===== src/design/lmsm_pkg.sv =====
// ----------------------------------------------------------------------------
// lmsm_pkg
// Shared types and constants for the link matching controller
// ----------------------------------------------------------------------------
package lmsm_pkg;

	localparam int QUEUE_DEPTH = 2;
	localparam int MAX_FX      = 3;
	localparam logic [15:0] TIMEOUT_RESET = 16'd1000;
	localparam logic [15:0] COUNT_MAX     = 16'hFFFF;

	// register index decoded from paddr[2]
	localparam logic REG_MAC_EN  = 1'b0;
	localparam logic REG_TIMEOUT = 1'b1;

	typedef enum logic [2:0] {
		ACT_START    = 3'd0,
		ACT_RESET    = 3'd1,
		ACT_TRIGGER  = 3'd2,
		ACT_CARR_UP  = 3'd3,
		ACT_CARR_DN  = 3'd4,
		ACT_LINK_LOST = 3'd5,
		ACT_TIMEOUT  = 3'd6,
		ACT_NEIGHBOR = 3'd7
	} act_t;

	typedef enum logic [1:0] {
		MODE_UNMATCHED = 2'd0,
		MODE_MATCHING  = 2'd1,
		MODE_MATCHED   = 2'd2
	} mode_t;

	typedef enum logic [2:0] {
		FX_NONE  = 3'd0,
		FX_STATE = 3'd1,
		FX_READY = 3'd2,
		FX_MAC   = 3'd3,
		FX_START = 3'd4,
		FX_STOP  = 3'd5
	} fx_kind_t;

	typedef struct packed {
		fx_kind_t kind;
		mode_t    pstate;
		logic     rdy;
	} fx_t;

	// one classified item: its effects in order plus the values after the event
	typedef struct packed {
		fx_t [MAX_FX-1:0] fx;
		logic [1:0]       count;
		logic [47:0]      mac;
		logic [15:0]      tmo;
		mode_t            state_now;
		logic             ready_now;
		logic [15:0]      ignored;
	} plan_t;

endpackage


===== src/design/lmsm_front.sv =====
// ----------------------------------------------------------------------------
// lmsm_front
// Accepts events, runs the mode machine and builds the effect list per item
// ----------------------------------------------------------------------------
module lmsm_front (
	input  logic                clk,
	input  logic                arst_n,
	input  logic                s_valid,
	output logic                s_ready,
	input  lmsm_pkg::act_t      action,
	input  logic                carrier_present,
	input  logic [47:0]         neighbor_mac,
	input  logic                mac_present,
	input  logic                mac_publish_enable,
	input  logic [15:0]         detect_timeout_ms,
	input  logic                q_full,
	output logic                push,
	output lmsm_pkg::plan_t     push_plan
);

	lmsm_pkg::mode_t mode_q, last_pub_q;
	logic            pub_valid_q, ready_q, held_valid_q;
	logic [47:0]     held_mac_q;
	logic [15:0]     ign_q;

	lmsm_pkg::mode_t  mode_d, last_pub_d, target;
	logic             pub_valid_d, ready_d, held_valid_d;
	logic [47:0]      held_mac_d;
	logic [15:0]      ign_d;
	logic             do_stop, do_withdraw, do_enter, do_mac, handled;
	logic [1:0]       n;
	lmsm_pkg::fx_t [lmsm_pkg::MAX_FX-1:0] fx;

	assign s_ready = !q_full;
	assign push    = s_valid && s_ready;

	// event decode per mode
	always_comb begin
		do_stop     = 1'b0;
		do_withdraw = 1'b0;
		do_enter    = 1'b0;
		do_mac      = 1'b0;
		handled     = 1'b1;
		target      = lmsm_pkg::MODE_UNMATCHED;
		if (action == lmsm_pkg::ACT_START) begin
			do_enter = 1'b1;
		end else begin
			case (mode_q)
				lmsm_pkg::MODE_UNMATCHED: begin
					if (action == lmsm_pkg::ACT_TRIGGER) begin
						do_enter = 1'b1;
						target   = carrier_present ? lmsm_pkg::MODE_MATCHED
						                           : lmsm_pkg::MODE_MATCHING;
					end else if (action == lmsm_pkg::ACT_RESET) begin
						do_withdraw = 1'b1;
						do_enter    = 1'b1;
					end else begin
						handled = 1'b0;
					end
				end
				lmsm_pkg::MODE_MATCHING: begin
					if (action == lmsm_pkg::ACT_CARR_UP) begin
						do_stop  = 1'b1;
						do_enter = 1'b1;
						target   = lmsm_pkg::MODE_MATCHED;
					end else if (action == lmsm_pkg::ACT_TIMEOUT ||
					             action == lmsm_pkg::ACT_RESET) begin
						do_stop     = 1'b1;
						do_withdraw = 1'b1;
						do_enter    = 1'b1;
					end else begin
						handled = 1'b0;
					end
				end
				default: begin
					if (action == lmsm_pkg::ACT_CARR_DN || action == lmsm_pkg::ACT_LINK_LOST ||
					    action == lmsm_pkg::ACT_RESET) begin
						do_withdraw = 1'b1;
						do_enter    = 1'b1;
					end else if (action == lmsm_pkg::ACT_NEIGHBOR) begin
						do_mac = mac_publish_enable && mac_present &&
						         !(held_valid_q && held_mac_q == neighbor_mac);
					end else begin
						handled = 1'b0;
					end
				end
			endcase
		end
	end

	// effect list in order: exit, transition, entry
	always_comb begin
		mode_d       = mode_q;
		last_pub_d   = last_pub_q;
		pub_valid_d  = pub_valid_q;
		ready_d      = ready_q;
		held_valid_d = held_valid_q;
		held_mac_d   = held_mac_q;
		n            = 2'd0;
		for (int i = 0; i < lmsm_pkg::MAX_FX; i++) begin
			fx[i] = '{kind: lmsm_pkg::FX_NONE, pstate: lmsm_pkg::MODE_UNMATCHED, rdy: 1'b0};
		end
		if (do_stop) begin
			fx[n].kind = lmsm_pkg::FX_STOP;
			n = n + 2'd1;
		end
		if (do_withdraw && ready_q) begin
			ready_d    = 1'b0;
			fx[n].kind = lmsm_pkg::FX_READY;
			n = n + 2'd1;
		end
		if (do_enter) begin
			if (target != lmsm_pkg::MODE_MATCHED) begin
				held_valid_d = 1'b0;
				held_mac_d   = '0;
			end
			mode_d = target;
			if (!(pub_valid_q && last_pub_q == target)) begin
				pub_valid_d  = 1'b1;
				last_pub_d   = target;
				fx[n].kind   = lmsm_pkg::FX_STATE;
				fx[n].pstate = target;
				n = n + 2'd1;
			end
			if (target == lmsm_pkg::MODE_MATCHING) begin
				fx[n].kind = lmsm_pkg::FX_START;
				n = n + 2'd1;
			end
			if (target == lmsm_pkg::MODE_MATCHED) begin
				ready_d    = 1'b1;
				fx[n].kind = lmsm_pkg::FX_READY;
				fx[n].rdy  = 1'b1;
				n = n + 2'd1;
			end
		end
		if (do_mac) begin
			held_valid_d = 1'b1;
			held_mac_d   = neighbor_mac;
			fx[n].kind   = lmsm_pkg::FX_MAC;
			n = n + 2'd1;
		end
		if (n == 2'd0) begin
			n = 2'd1;
		end
	end

	assign ign_d = (!handled && ign_q != lmsm_pkg::COUNT_MAX) ? ign_q + 16'd1 : ign_q;

	always_comb begin
		push_plan.fx        = fx;
		push_plan.count     = n;
		push_plan.mac       = neighbor_mac;
		push_plan.tmo       = detect_timeout_ms;
		push_plan.state_now = mode_d;
		push_plan.ready_now = ready_d;
		push_plan.ignored   = ign_d;
	end

	always_ff @(posedge clk or negedge arst_n) begin
		if (!arst_n) begin
			mode_q       <= lmsm_pkg::MODE_UNMATCHED;
			last_pub_q   <= lmsm_pkg::MODE_UNMATCHED;
			pub_valid_q  <= 1'b0;
			ready_q      <= 1'b0;
			held_valid_q <= 1'b0;
			held_mac_q   <= '0;
			ign_q        <= '0;
		end else if (push) begin
			mode_q       <= mode_d;
			last_pub_q   <= last_pub_d;
			pub_valid_q  <= pub_valid_d;
			ready_q      <= ready_d;
			held_valid_q <= held_valid_d;
			held_mac_q   <= held_mac_d;
			ign_q        <= ign_d;
		end
	end

endmodule


===== src/design/lmsm_queue.sv =====
// ----------------------------------------------------------------------------
// lmsm_queue
// Short queue of classified items between front and back
// ----------------------------------------------------------------------------
module lmsm_queue #(
	parameter int DEPTH = lmsm_pkg::QUEUE_DEPTH
) (
	input  logic            clk,
	input  logic            arst_n,
	input  logic            push,
	input  lmsm_pkg::plan_t push_plan,
	output logic            full,
	input  logic            pop,
	output lmsm_pkg::plan_t head,
	output logic            empty
);

	localparam int PW = (DEPTH > 1) ? $clog2(DEPTH) : 1;
	localparam int CW = $clog2(DEPTH + 1);
	localparam logic [PW-1:0] LAST_PTR = PW'(DEPTH - 1);
	localparam logic [CW-1:0] FULL_CNT = CW'(DEPTH);

	lmsm_pkg::plan_t mem_q [DEPTH];
	logic [PW-1:0]   wr_ptr_q, rd_ptr_q;
	logic [CW-1:0]   cnt_q;
	logic            do_push, do_pop;

	assign full    = (cnt_q == FULL_CNT);
	assign empty   = (cnt_q == '0);
	assign do_push = push && !full;
	assign do_pop  = pop && !empty;
	assign head    = mem_q[rd_ptr_q];

	always_ff @(posedge clk) begin
		if (do_push) begin
			mem_q[wr_ptr_q] <= push_plan;
		end
	end

	always_ff @(posedge clk or negedge arst_n) begin
		if (!arst_n) begin
			wr_ptr_q <= '0;
			rd_ptr_q <= '0;
			cnt_q    <= '0;
		end else begin
			if (do_push) begin
				wr_ptr_q <= (wr_ptr_q == LAST_PTR) ? '0 : wr_ptr_q + PW'(1);
			end
			if (do_pop) begin
				rd_ptr_q <= (rd_ptr_q == LAST_PTR) ? '0 : rd_ptr_q + PW'(1);
			end
			if (do_push && !do_pop) begin
				cnt_q <= cnt_q + CW'(1);
			end else if (do_pop && !do_push) begin
				cnt_q <= cnt_q - CW'(1);
			end
		end
	end

endmodule


===== src/design/lmsm_back.sv =====
// ----------------------------------------------------------------------------
// lmsm_back
// Walks the effect list of the head item, one result per cycle while the receiver is ready
// ----------------------------------------------------------------------------
module lmsm_back (
	input  logic            clk,
	input  logic            arst_n,
	input  lmsm_pkg::plan_t head,
	input  logic            empty,
	output logic            pop,
	output logic            m_valid,
	input  logic            m_ready,
	output logic            last,
	output lmsm_pkg::fx_kind_t kind,
	output logic [85:0]     data
);

	logic [1:0]         idx_q;
	logic               valid_q, last_q, rdy_q, ready_now_q;
	lmsm_pkg::fx_kind_t kind_q;
	lmsm_pkg::mode_t    pstate_q, state_now_q;
	logic [47:0]        mac_q;
	logic [15:0]        tmo_q, ign_q;

	lmsm_pkg::fx_t cur;
	logic          load, fire, at_end;

	assign cur    = head.fx[idx_q];
	assign load   = !valid_q || m_ready;
	assign fire   = load && !empty;
	assign at_end = (idx_q == head.count - 2'd1);
	assign pop    = fire && at_end;

	always_ff @(posedge clk or negedge arst_n) begin
		if (!arst_n) begin
			valid_q <= 1'b0;
			idx_q   <= '0;
		end else if (load) begin
			valid_q <= !empty;
			if (fire) begin
				idx_q <= at_end ? 2'd0 : idx_q + 2'd1;
			end
		end
	end

	always_ff @(posedge clk) begin
		if (fire) begin
			kind_q      <= cur.kind;
			pstate_q    <= cur.pstate;
			rdy_q       <= cur.rdy;
			mac_q       <= (cur.kind == lmsm_pkg::FX_MAC) ? head.mac : '0;
			tmo_q       <= (cur.kind == lmsm_pkg::FX_START) ? head.tmo : '0;
			last_q      <= at_end;
			state_now_q <= head.state_now;
			ready_now_q <= head.ready_now;
			ign_q       <= head.ignored;
		end
	end

	assign m_valid = valid_q;
	assign last    = last_q;
	assign kind    = kind_q;
	assign data    = {ign_q, ready_now_q, state_now_q, tmo_q, mac_q, rdy_q, pstate_q};

endmodule


===== src/design/link_match_state_machine_unit.sv =====
// ----------------------------------------------------------------------------
// link_match_state_machine_unit
// Link matching controller with an APB register port and item streams
// ----------------------------------------------------------------------------
// One event item is accepted per cycle while the two-entry internal queue has
// room. The mode machine updates at acceptance. The item's effects then leave
// one per cycle from the output register while the receiver is ready, one to
// three results per item. An accepted item is held in the queue and each
// result is registered in the output register. Registers: 0x0 mac_publish_enable,
// 0x4 detect_timeout_ms.
module link_match_state_machine_unit #(
	parameter int QUEUE_DEPTH = lmsm_pkg::QUEUE_DEPTH
) (
	input  logic        clk,
	input  logic        arst_n,
	// apb
	input  logic        psel,
	input  logic        penable,
	input  logic        pwrite,
	input  logic [2:0]  paddr,
	input  logic [31:0] pwdata,
	output logic [31:0] prdata,
	output logic        pready,
	// event items
	input  logic        s_axis_tvalid,
	output logic        s_axis_tready,
	input  logic [55:0] s_axis_tdata,  // carrier_present, neighbor_mac, mac_present
	input  logic [2:0]  s_axis_tuser,  // action
	// result items
	output logic        m_axis_tvalid,
	input  logic        m_axis_tready,
	output logic [87:0] m_axis_tdata,  // published_state, ready_value, mac_out,
	                                   // timeout_out, state_now, ready_now, ignored_total
	output logic [2:0]  m_axis_tuser,  // effect_kind
	output logic        m_axis_tlast   // last_of_run
);

	logic            mac_en_q;
	logic [15:0]     tmo_cfg_q;
	logic            push, pop, q_full, q_empty;
	lmsm_pkg::plan_t push_plan, head;
	lmsm_pkg::fx_kind_t out_kind;
	logic [85:0]     out_data;

	assign pready = 1'b1;

	always_ff @(posedge clk or negedge arst_n) begin
		if (!arst_n) begin
			mac_en_q  <= 1'b0;
			tmo_cfg_q <= lmsm_pkg::TIMEOUT_RESET;
		end else if (psel && penable && pwrite) begin
			case (paddr[2])
				lmsm_pkg::REG_MAC_EN:  mac_en_q  <= pwdata[0];
				lmsm_pkg::REG_TIMEOUT: tmo_cfg_q <= pwdata[15:0];
				default: ;
			endcase
		end
	end

	always_comb begin
		case (paddr[2])
			lmsm_pkg::REG_MAC_EN:  prdata = {31'd0, mac_en_q};
			lmsm_pkg::REG_TIMEOUT: prdata = {16'd0, tmo_cfg_q};
			default:               prdata = '0;
		endcase
	end

	lmsm_front u_front (
		.clk                (clk),
		.arst_n             (arst_n),
		.s_valid            (s_axis_tvalid),
		.s_ready            (s_axis_tready),
		.action             (lmsm_pkg::act_t'(s_axis_tuser)),
		.carrier_present    (s_axis_tdata[0]),
		.neighbor_mac       (s_axis_tdata[48:1]),
		.mac_present        (s_axis_tdata[49]),
		.mac_publish_enable (mac_en_q),
		.detect_timeout_ms  (tmo_cfg_q),
		.q_full             (q_full),
		.push               (push),
		.push_plan          (push_plan)
	);

	lmsm_queue #(
		.DEPTH (QUEUE_DEPTH)
	) u_queue (
		.clk       (clk),
		.arst_n    (arst_n),
		.push      (push),
		.push_plan (push_plan),
		.full      (q_full),
		.pop       (pop),
		.head      (head),
		.empty     (q_empty)
	);

	lmsm_back u_back (
		.clk     (clk),
		.arst_n  (arst_n),
		.head    (head),
		.empty   (q_empty),
		.pop     (pop),
		.m_valid (m_axis_tvalid),
		.m_ready (m_axis_tready),
		.last    (m_axis_tlast),
		.kind    (out_kind),
		.data    (out_data)
	);

	assign m_axis_tuser = out_kind;
	assign m_axis_tdata = {2'b00, out_data};

endmodule

===== config.mk =====
export PLATFORM = sky130hd
export DESIGN_NAME = link_match_state_machine_unit
export DESIGN_NICKNAME = d
export VERILOG_FILES = /design/src/design/lmsm_pkg.sv /design/src/design/lmsm_front.sv /design/src/design/lmsm_queue.sv /design/src/design/lmsm_back.sv /design/src/design/link_match_state_machine_unit.sv
export SDC_FILE = /design/constraint.sdc
export NUM_CORES = 1
export LEC_CHECK = 0
export BUFFER_PORTS_ARGS = -buffer_cell sky130_fd_sc_hd__buf_2
export CELL_PAD_IN_SITES_DETAIL_PLACEMENT = 0
export CELL_PAD_IN_SITES_GLOBAL_PLACEMENT = 1
export CORE_MARGIN = 3
export CORE_UTILIZATION = 40
export DETAILED_ROUTE_END_ITERATION = 7
export PLACE_DENSITY = 0.75
export REMOVE_ABC_BUFFERS = 1
export SLEW_MARGIN = 0
export SYNTH_ARGS = -nofsm -noshare
export SYNTH_HDL_FRONTEND = slang
export SYNTH_HIERARCHICAL = 1
export SYNTH_SLANG_ARGS = --single-unit
export TNS_END_PERCENT = 100

===== constraint.sdc =====
create_clock -name clk -period 6.5 [get_ports clk]
set_input_delay 0.65 -clock clk [delete_from_list [all_inputs] [get_ports clk]]
set_output_delay 0.65 -clock clk [all_outputs]
set_load 0.01 [all_outputs]

==> impl_metrics.json, run 1 <==
{
  "clock_latency_ps": 540,
  "antenna_found_initial": 3,
  "worstPathArrival_ps": 4600,
  "chipWidth_um": 216.1,
  "crit_start": "u_front/mode_q[1]",
  "synth_edf_count": 296,
  "root_buffer": "clkbuf_16",
  "fillers": 3836,
  "tritoncts": "yes",
  "core_area_um2": 43360,
  "wl_per_cell_um": 19.15,
  "ir_drop_mv": 0.2236,
  "dr_total_vias": 9291,
  "synth.most_common_cell": "edfxtp_1",
  "async_flop_share": 0.2430,
  "totalWireLength_um": 35640,
  "cp-start-kind": "flip-flop",
  "ys_top_cells_by_area": "edfxtp_1, dfrtp_1, mux2_4, buf_4, mux2_2",
  "netlist-cell-type-count": 77,
  "final_max_slew_viol_count": 0,
  "end_kind": "flip-flop",
  "worst-path-max-fanout": 12,
  "setup_tns_ps": 0,
  "ys_ff_latch": 391,
  "maxCapViolations": 0,
  "cts.clk_slew.worst_paths_ps": 60,
  "ys_warn_count": 6,
  "num_rows": 76,
  "synth_area_um2": 17660,
  "timing_worst_setup_path_type": "flip-flop to flip-flop",
  "holdCritPathClass": "primary input to flip-flop",
  "powerDensity_nw_per_um2": 438.9,
  "fin_crit_sh": 0.6650,
  "yosysTopAreaCell": "edfxtp_1",
  "fin_ws_ps": 2178,
  "drive_above_1_share": 0.3365,
  "finalWeightedCongestion": 0.7466,
  "grt_first_pass_wirelength_um": 55510,
  "cts_inserted_buffers": 42,
  "synthTopCellsByCount": "edfxtp_1, buf_4, dfrtp_1",
  "netlist_instances": 1141,
  "rr_startpoint": "u_front/mode_q[1]",
  "drtIter0Drc": 611,
  "die_y_um": 216.1,
  "yosys.area.top_type_share": 0.5034,
  "grt_pass1_vias": 9596,
  "relSlewSlack": 0.1827,
  "drtAntennaViolNets": 0,
  "synth_top_flop_cell": "edfxtp_1",
  "initial_core_util": 0.4072,
  "final_core_util": 0.4546,
  "cts_sinks": 391,
  "grt_max_degree": 73,
  "hold_viol_final": 0,
  "worstHoldStart": "s_axis_tdata[10]",
  "required_ps": 6770,
  "finalSetupViolations": 0,
  "ys_seq_area_frac": 0.6385,
  "drtPass1Iterations": 6,
  "grtUsageTotal": 0.1505,
  "io_pins": 228,
  "dp_hpwl_um": 21830,
  "synthToLayoutAreaGrowth_pct": 11.65,
  "grt_setup_unrepaired": "no",
  "post-place-ws_ps": 1956,
  "htreeDepth": 2,
  "outcome": "finished clean",
  "nets": 1359,
  "worst_slew_pin_slew_ps": 1223,
  "port-buffer-count": 184,
  "drc": 0,
  "viasPerCell": 4.992,
  "clockBufferDepth": 3,
  "gr-total-overflow": 0,
  "finClkSkew_ps": 17.65,
  "timing.fmax_ghz": 0.2313,
  "die_area_um2": 46700,
  "period_minus_slack_ps": 4322,
  "p_leak_uw": 0.007887,
  "syn_avg_cell_area_um2": 15.47
}
==> final cells by class <==
type,instances,area [um^2],area share
Tap cell,585,732.0,0.03713
Antenna cell,1,2.502,0.0001269
Timing Repair Buffer,195,1021,0.05179
Clock buffer,66,1201,0.06093
Clock inverter,8,101.3,0.005141
Inverter,19,73.82,0.003745
Sequential cell,391,11280,0.5721
Multi-Input combinational cell,596,5304,0.2691
==> worst max-delay path: stages, from the launching register on <==
cell      delay [ps]
dfrtp_1          510
nand2_1          150
a21o_2           220
o21ai_0           90
nand2_1          130
inv_1            110
ha_1             370
inv_1            240
nor3_1            80
a21oi_1          120
a21bo_1          220
o21ai_1          180
and4_4           270
inv_1             60
ha_1             270
nor2b_1           60
a221oi_1         370
ha_1             330
inv_1             60
o211ai_1          80
o31a_1           140
==> timing repair <==
action,in CTS,in global routing
gates resized for setup,0,0
setup buffers,0,0
hold endpoints to repair,6,0
hold buffers,1,0
setup endpoints to repair,0,0
==> report_power, final <==
part           total, uW  switching [uW]  internal (uW)
logic               2480            1450           1030
registers           3920             347           3570
clock network       2260             913           1340
total               8650            2710           5940
==> routing by layer <==
layer | up-vias | track usage | routed length [um]
met2 | 190 | 0.2492 | 17190
li1 | 4359 | - | -
met4 | 4 | 0.03786 | 626
met3 | 47 | 0.03589 | 1688
met1 | 4691 | 0.2010 | 16110
met5 | - | 0 | 27
==> state kept, by name, summed over array words and instances, names as in the netlist, 3 cells and up <==
signal              cells
u_back/kind             3
u_back/mac_q           48
u_front/held_mac_q     48
u_front/ign_q          16
u_back/tmo_q           16
tmo_cfg_q              16
u_queue/mem_q         206
u_back/ign_q           16
==> cells in the final DEF (no fill, tap or decap), types with 10 or more instances in the layout <==
master / instances
clkbuf_1: 18
xnor2_1: 37
clkbuf_16: 42
a21oi_1: 10
nor4b_2: 15
buf_4: 10
nand3_1: 12
and4_1: 46
and2_1: 22
nand2_1: 36
nor2_1: 20
buf_2: 183
dfrtp_1: 88
mux2_4: 71
ha_1: 13
o21ai_0: 14
nor3_1: 14
inv_1: 18
conb_1: 19
a22o_1: 50
mux2_2: 54
edfxtp_1: 296
xor2_1: 46
==> path summary, 6_finish.rpt <==
check | slack, ps | cells past startpoint | to
worst max register to register | 2180 | 20 | u_queue/mem_q[1][83]
max in group asynchronous | 4440 | 3 | u_queue/rd_ptr_q
worst min-delay path | 340 | 1 | u_queue/mem_q[1][44]
min in group asynchronous | 590 | 2 | tmo_cfg_q[13]
worst max-delay path | 2180 | 20 | u_queue/mem_q[1][83]
worst min register to register | 500 | 0 | u_queue/mem_q[1][21]
==> per-stage QoR <==
stage          cell area (um^2)  std cells  hold WS [ps]  power [uW]
2_1_floorplan             16600       1006         354.4        5627
4_1_cts                   19710       1860         290.1        8788
3_3_place_gp              18400       1785         476.6        6426
3_5_place_dp              18400       1785         477.6        6486
5_1_grt                   19710       1861         293.4        9135
6_report                  19710       1861         339.1        8653
==> kinds of logic (layout without fill, tap and decap cells) <==
group,after synthesis,after routing,synth area share
AOI/OAI and AO/OA,106,106,0.04713
xor gates and xnor gates,83,83,0.04117
adders and majority gates,13,13,0.009213
buffers and inverters,171,288,0.06732
DFF,391,391,0.6385
muxes,134,134,0.09992
other,2,20,0.0004254
and+or+nand+nor,241,241,0.09631
Note: power is estimated with default switching activity, not from simulation.
==> inputs of run 2 (changes only) <==
Settings changed: PLACE_DENSITY 0.75 to 0.72.
Clock period 6.5 ns to 4.35 ns, I/O delays scaled along.
==> impl_metrics.json, run 2 (same netlist as run 1, synthesis figures left out) <==
{
  "post-place-ws_ps": 272.3,
  "period_minus_slack_ps": 3913,
  "relSlewSlack": 0.1950,
  "placed_cells": 1793,
  "clkPwrFrac": 0.259,
  "totalWireLength_um": 35570,
  "final_max_slew_viol_count": 0,
  "holdCritPathClass": "primary input to async pin",
  "finalWeightedCongestion": 0.7502,
  "grt_max_degree": 66,
  "setup_tns_ps": 0,
  "tritoncts": "yes",
  "p_comb_frac": 0.297,
  "hold_buffers": 0,
  "num_rows": 76,
  "antenna_found_initial": 3,
  "initial_core_util": 0.4072,
  "p_leak_uw": 0.007937,
  "drc": 0,
  "finClkSkew_ps": 20.30,
  "clockBufferDepth": 3,
  "nets": 1365,
  "grtUsageTotal": 0.1515,
  "maxCapViolations": 0,
  "fin_crit_sh": 0.8995,
  "whs_ps": -1.054,
  "io_pins": 228,
  "synthToLayoutAreaGrowth_pct": 12.06,
  "hold_viol_final": 1,
  "cp-start-kind": "flip-flop",
  "multi_input_area_um2": 5313,
  "worstPathArrival_ps": 4180,
  "fin_ws_ps": 437.3,
  "p_sw_uw": 4069,
  "core_area_um2": 43360,
  "seq_power_share": 0.443,
  "viasPerCell": 4.954,
  "dp_hpwl_um": 22030,
  "cts_sinks": 391,
  "htreeDepth": 2,
  "drtPass1Iterations": 4,
  "final_cells": 1869,
  "finalSetupViolations": 0,
  "ir_drop_mv": 0.3973,
  "die_area_um2": 46700,
  "regMostFlops": "u_queue/mem_q",
  "drive_above_1_share": 0.3445,
  "most-common-layout-cells": "edfxtp_1, buf_2, dfrtp_1, mux2_4, mux2_2",
  "drtAntennaViolNets": 0,
  "p_sw_frac": 0.3144,
  "violations": "negative hold slack",
  "final_common_cell": "edfxtp_1",
  "grt_first_pass_wirelength_um": 55500,
  "timing.fmax_ghz": 0.2556,
  "largest_reg_flops": 206,
  "required_ps": 4620,
  "clock_latency_ps": 550,
  "drtIter0Drc": 624,
  "port-buffer-count": 184,
  "wl_per_cell_um": 19.03,
  "cts.clk_slew.worst_paths_ps": 60,
  "top_regs": "u_queue/mem_q (206), u_back/mac_q (48), u_front/held_mac_q (48)",
  "die_y_um": 216.1,
  "timing_worst_setup_path_type": "flip-flop to flip-flop",
  "dr_total_vias": 9259,
  "worst_slew_pin_slew_ps": 1206,
  "p_int_uw": 8874,
  "final_core_util": 0.4563,
  "powerDensity_nw_per_um2": 654.2,
  "outcome": "complete, but fails checks",
  "grt_pass1_vias": 9484,
  "chipWidth_um": 216.1,
  "fillers": 3874,
  "root_buffer": "clkbuf_16",
  "regArea_um2": 11280,
  "rrSetupSlack_ps": 440,
  "cts_inserted_buffers": 41,
  "gr-total-overflow": 0,
  "grt_setup_unrepaired": "no",
  "worst-path-max-fanout": 9,
  "end_kind": "flip-flop"
}
-- run 2: cell types whose count changed in the layout (fill, tap and decap cells not counted), sizes merged --
| cell | before | now |
|---|---|---|
| clkbuf | 66 | 61 |
| dlygate4sd3 | 1 | 0 |
| clkinv | 5 | 12 |
| buf | 194 | 202 |
| clkinvlp | 1 | 0 |
-- run 2: routing by layer --
layer  up-vias  GRT usage  routed length [um]
met3        44    0.03547                1741
li1       4379          -                   -
met4         4    0.03589                 549
met5         -          0                  28
met1      4665     0.2063               16070
met2       167     0.2479               17180
-- run 2: stage by stage --
stage          hold WS, ps  instance area [um^2]  total power [uW]
2_1_floorplan        139.4                 16600              8409
3_3_place_gp         466.3                 18490              9688
3_5_place_dp         480.0                 18490              9762
4_1_cts              24.74                 19780             13180
5_1_grt              53.56                 19780             13690
6_report            -1.054                 19790             12940
-- run 2: cell type report --
cell class,instances,area share
Sequential cell,391,0.5700
Antenna cell,1,0.0001265
Clock buffer,61,0.05875
Clock inverter,14,0.006514
Tap cell,585,0.03699
Inverter,19,0.003731
Multi-Input combinational cell,596,0.2685
Timing Repair Buffer,202,0.05540
-- run 2: timing repair --
action	4_1_cts	5_1_grt
endpoints found under the setup margin	0	1
buffers inserted	0	0
endpoints found under the hold margin	0	0
gates resized for setup	0	1
-- run 2: power by group through the flow --
| stage | clock network (uW) | logic (uW) | registers, uW |
|---|---|---|---|
| finish | 3360 | 3850 | 5740 |
| global route | 3650 | 4200 | 5840 |
| CTS | 3470 | 3950 | 5760 |
| detailed placement | 0 | 3930 | 5830 |
| global placement | 0 | 3900 | 5790 |
| floorplan | 0 | 2260 | 6150 |
-- run 2: critical path, stage by stage (launching register included) --
cell      delay [ps]
dfrtp_1          510
nand2_1          140
a21o_2           220
o21ai_0           90
nand2_1          130
inv_1            120
ha_2             280
inv_1             70
nor3_1            50
a21oi_1          120
a21bo_1          210
o21ai_1          150
and4_4           260
inv_1             60
ha_1             260
nor2b_1          200
a221oi_1         100
ha_1             210
and2_1           140
or3_1            320
-- run 2: final timing paths --
| path | cells past startpoint | end | start |
|---|---|---|---|
| worst max register to register | 19 | u_queue/mem_q[0][95] | u_front/mode_q[1] |
| worst min register to register | 0 | u_queue/mem_q[0][34] | tmo_cfg_q[15] |
| min in group clk | 2 | tmo_cfg_q[11] | pwdata[11] |
| worst min-delay path | 1 | tmo_cfg_q[11] | arst_n |
| max in group asynchronous | 2 | u_front/held_mac_q[44] | arst_n |
| worst max-delay path | 19 | u_queue/mem_q[0][95] | u_front/mode_q[1] |
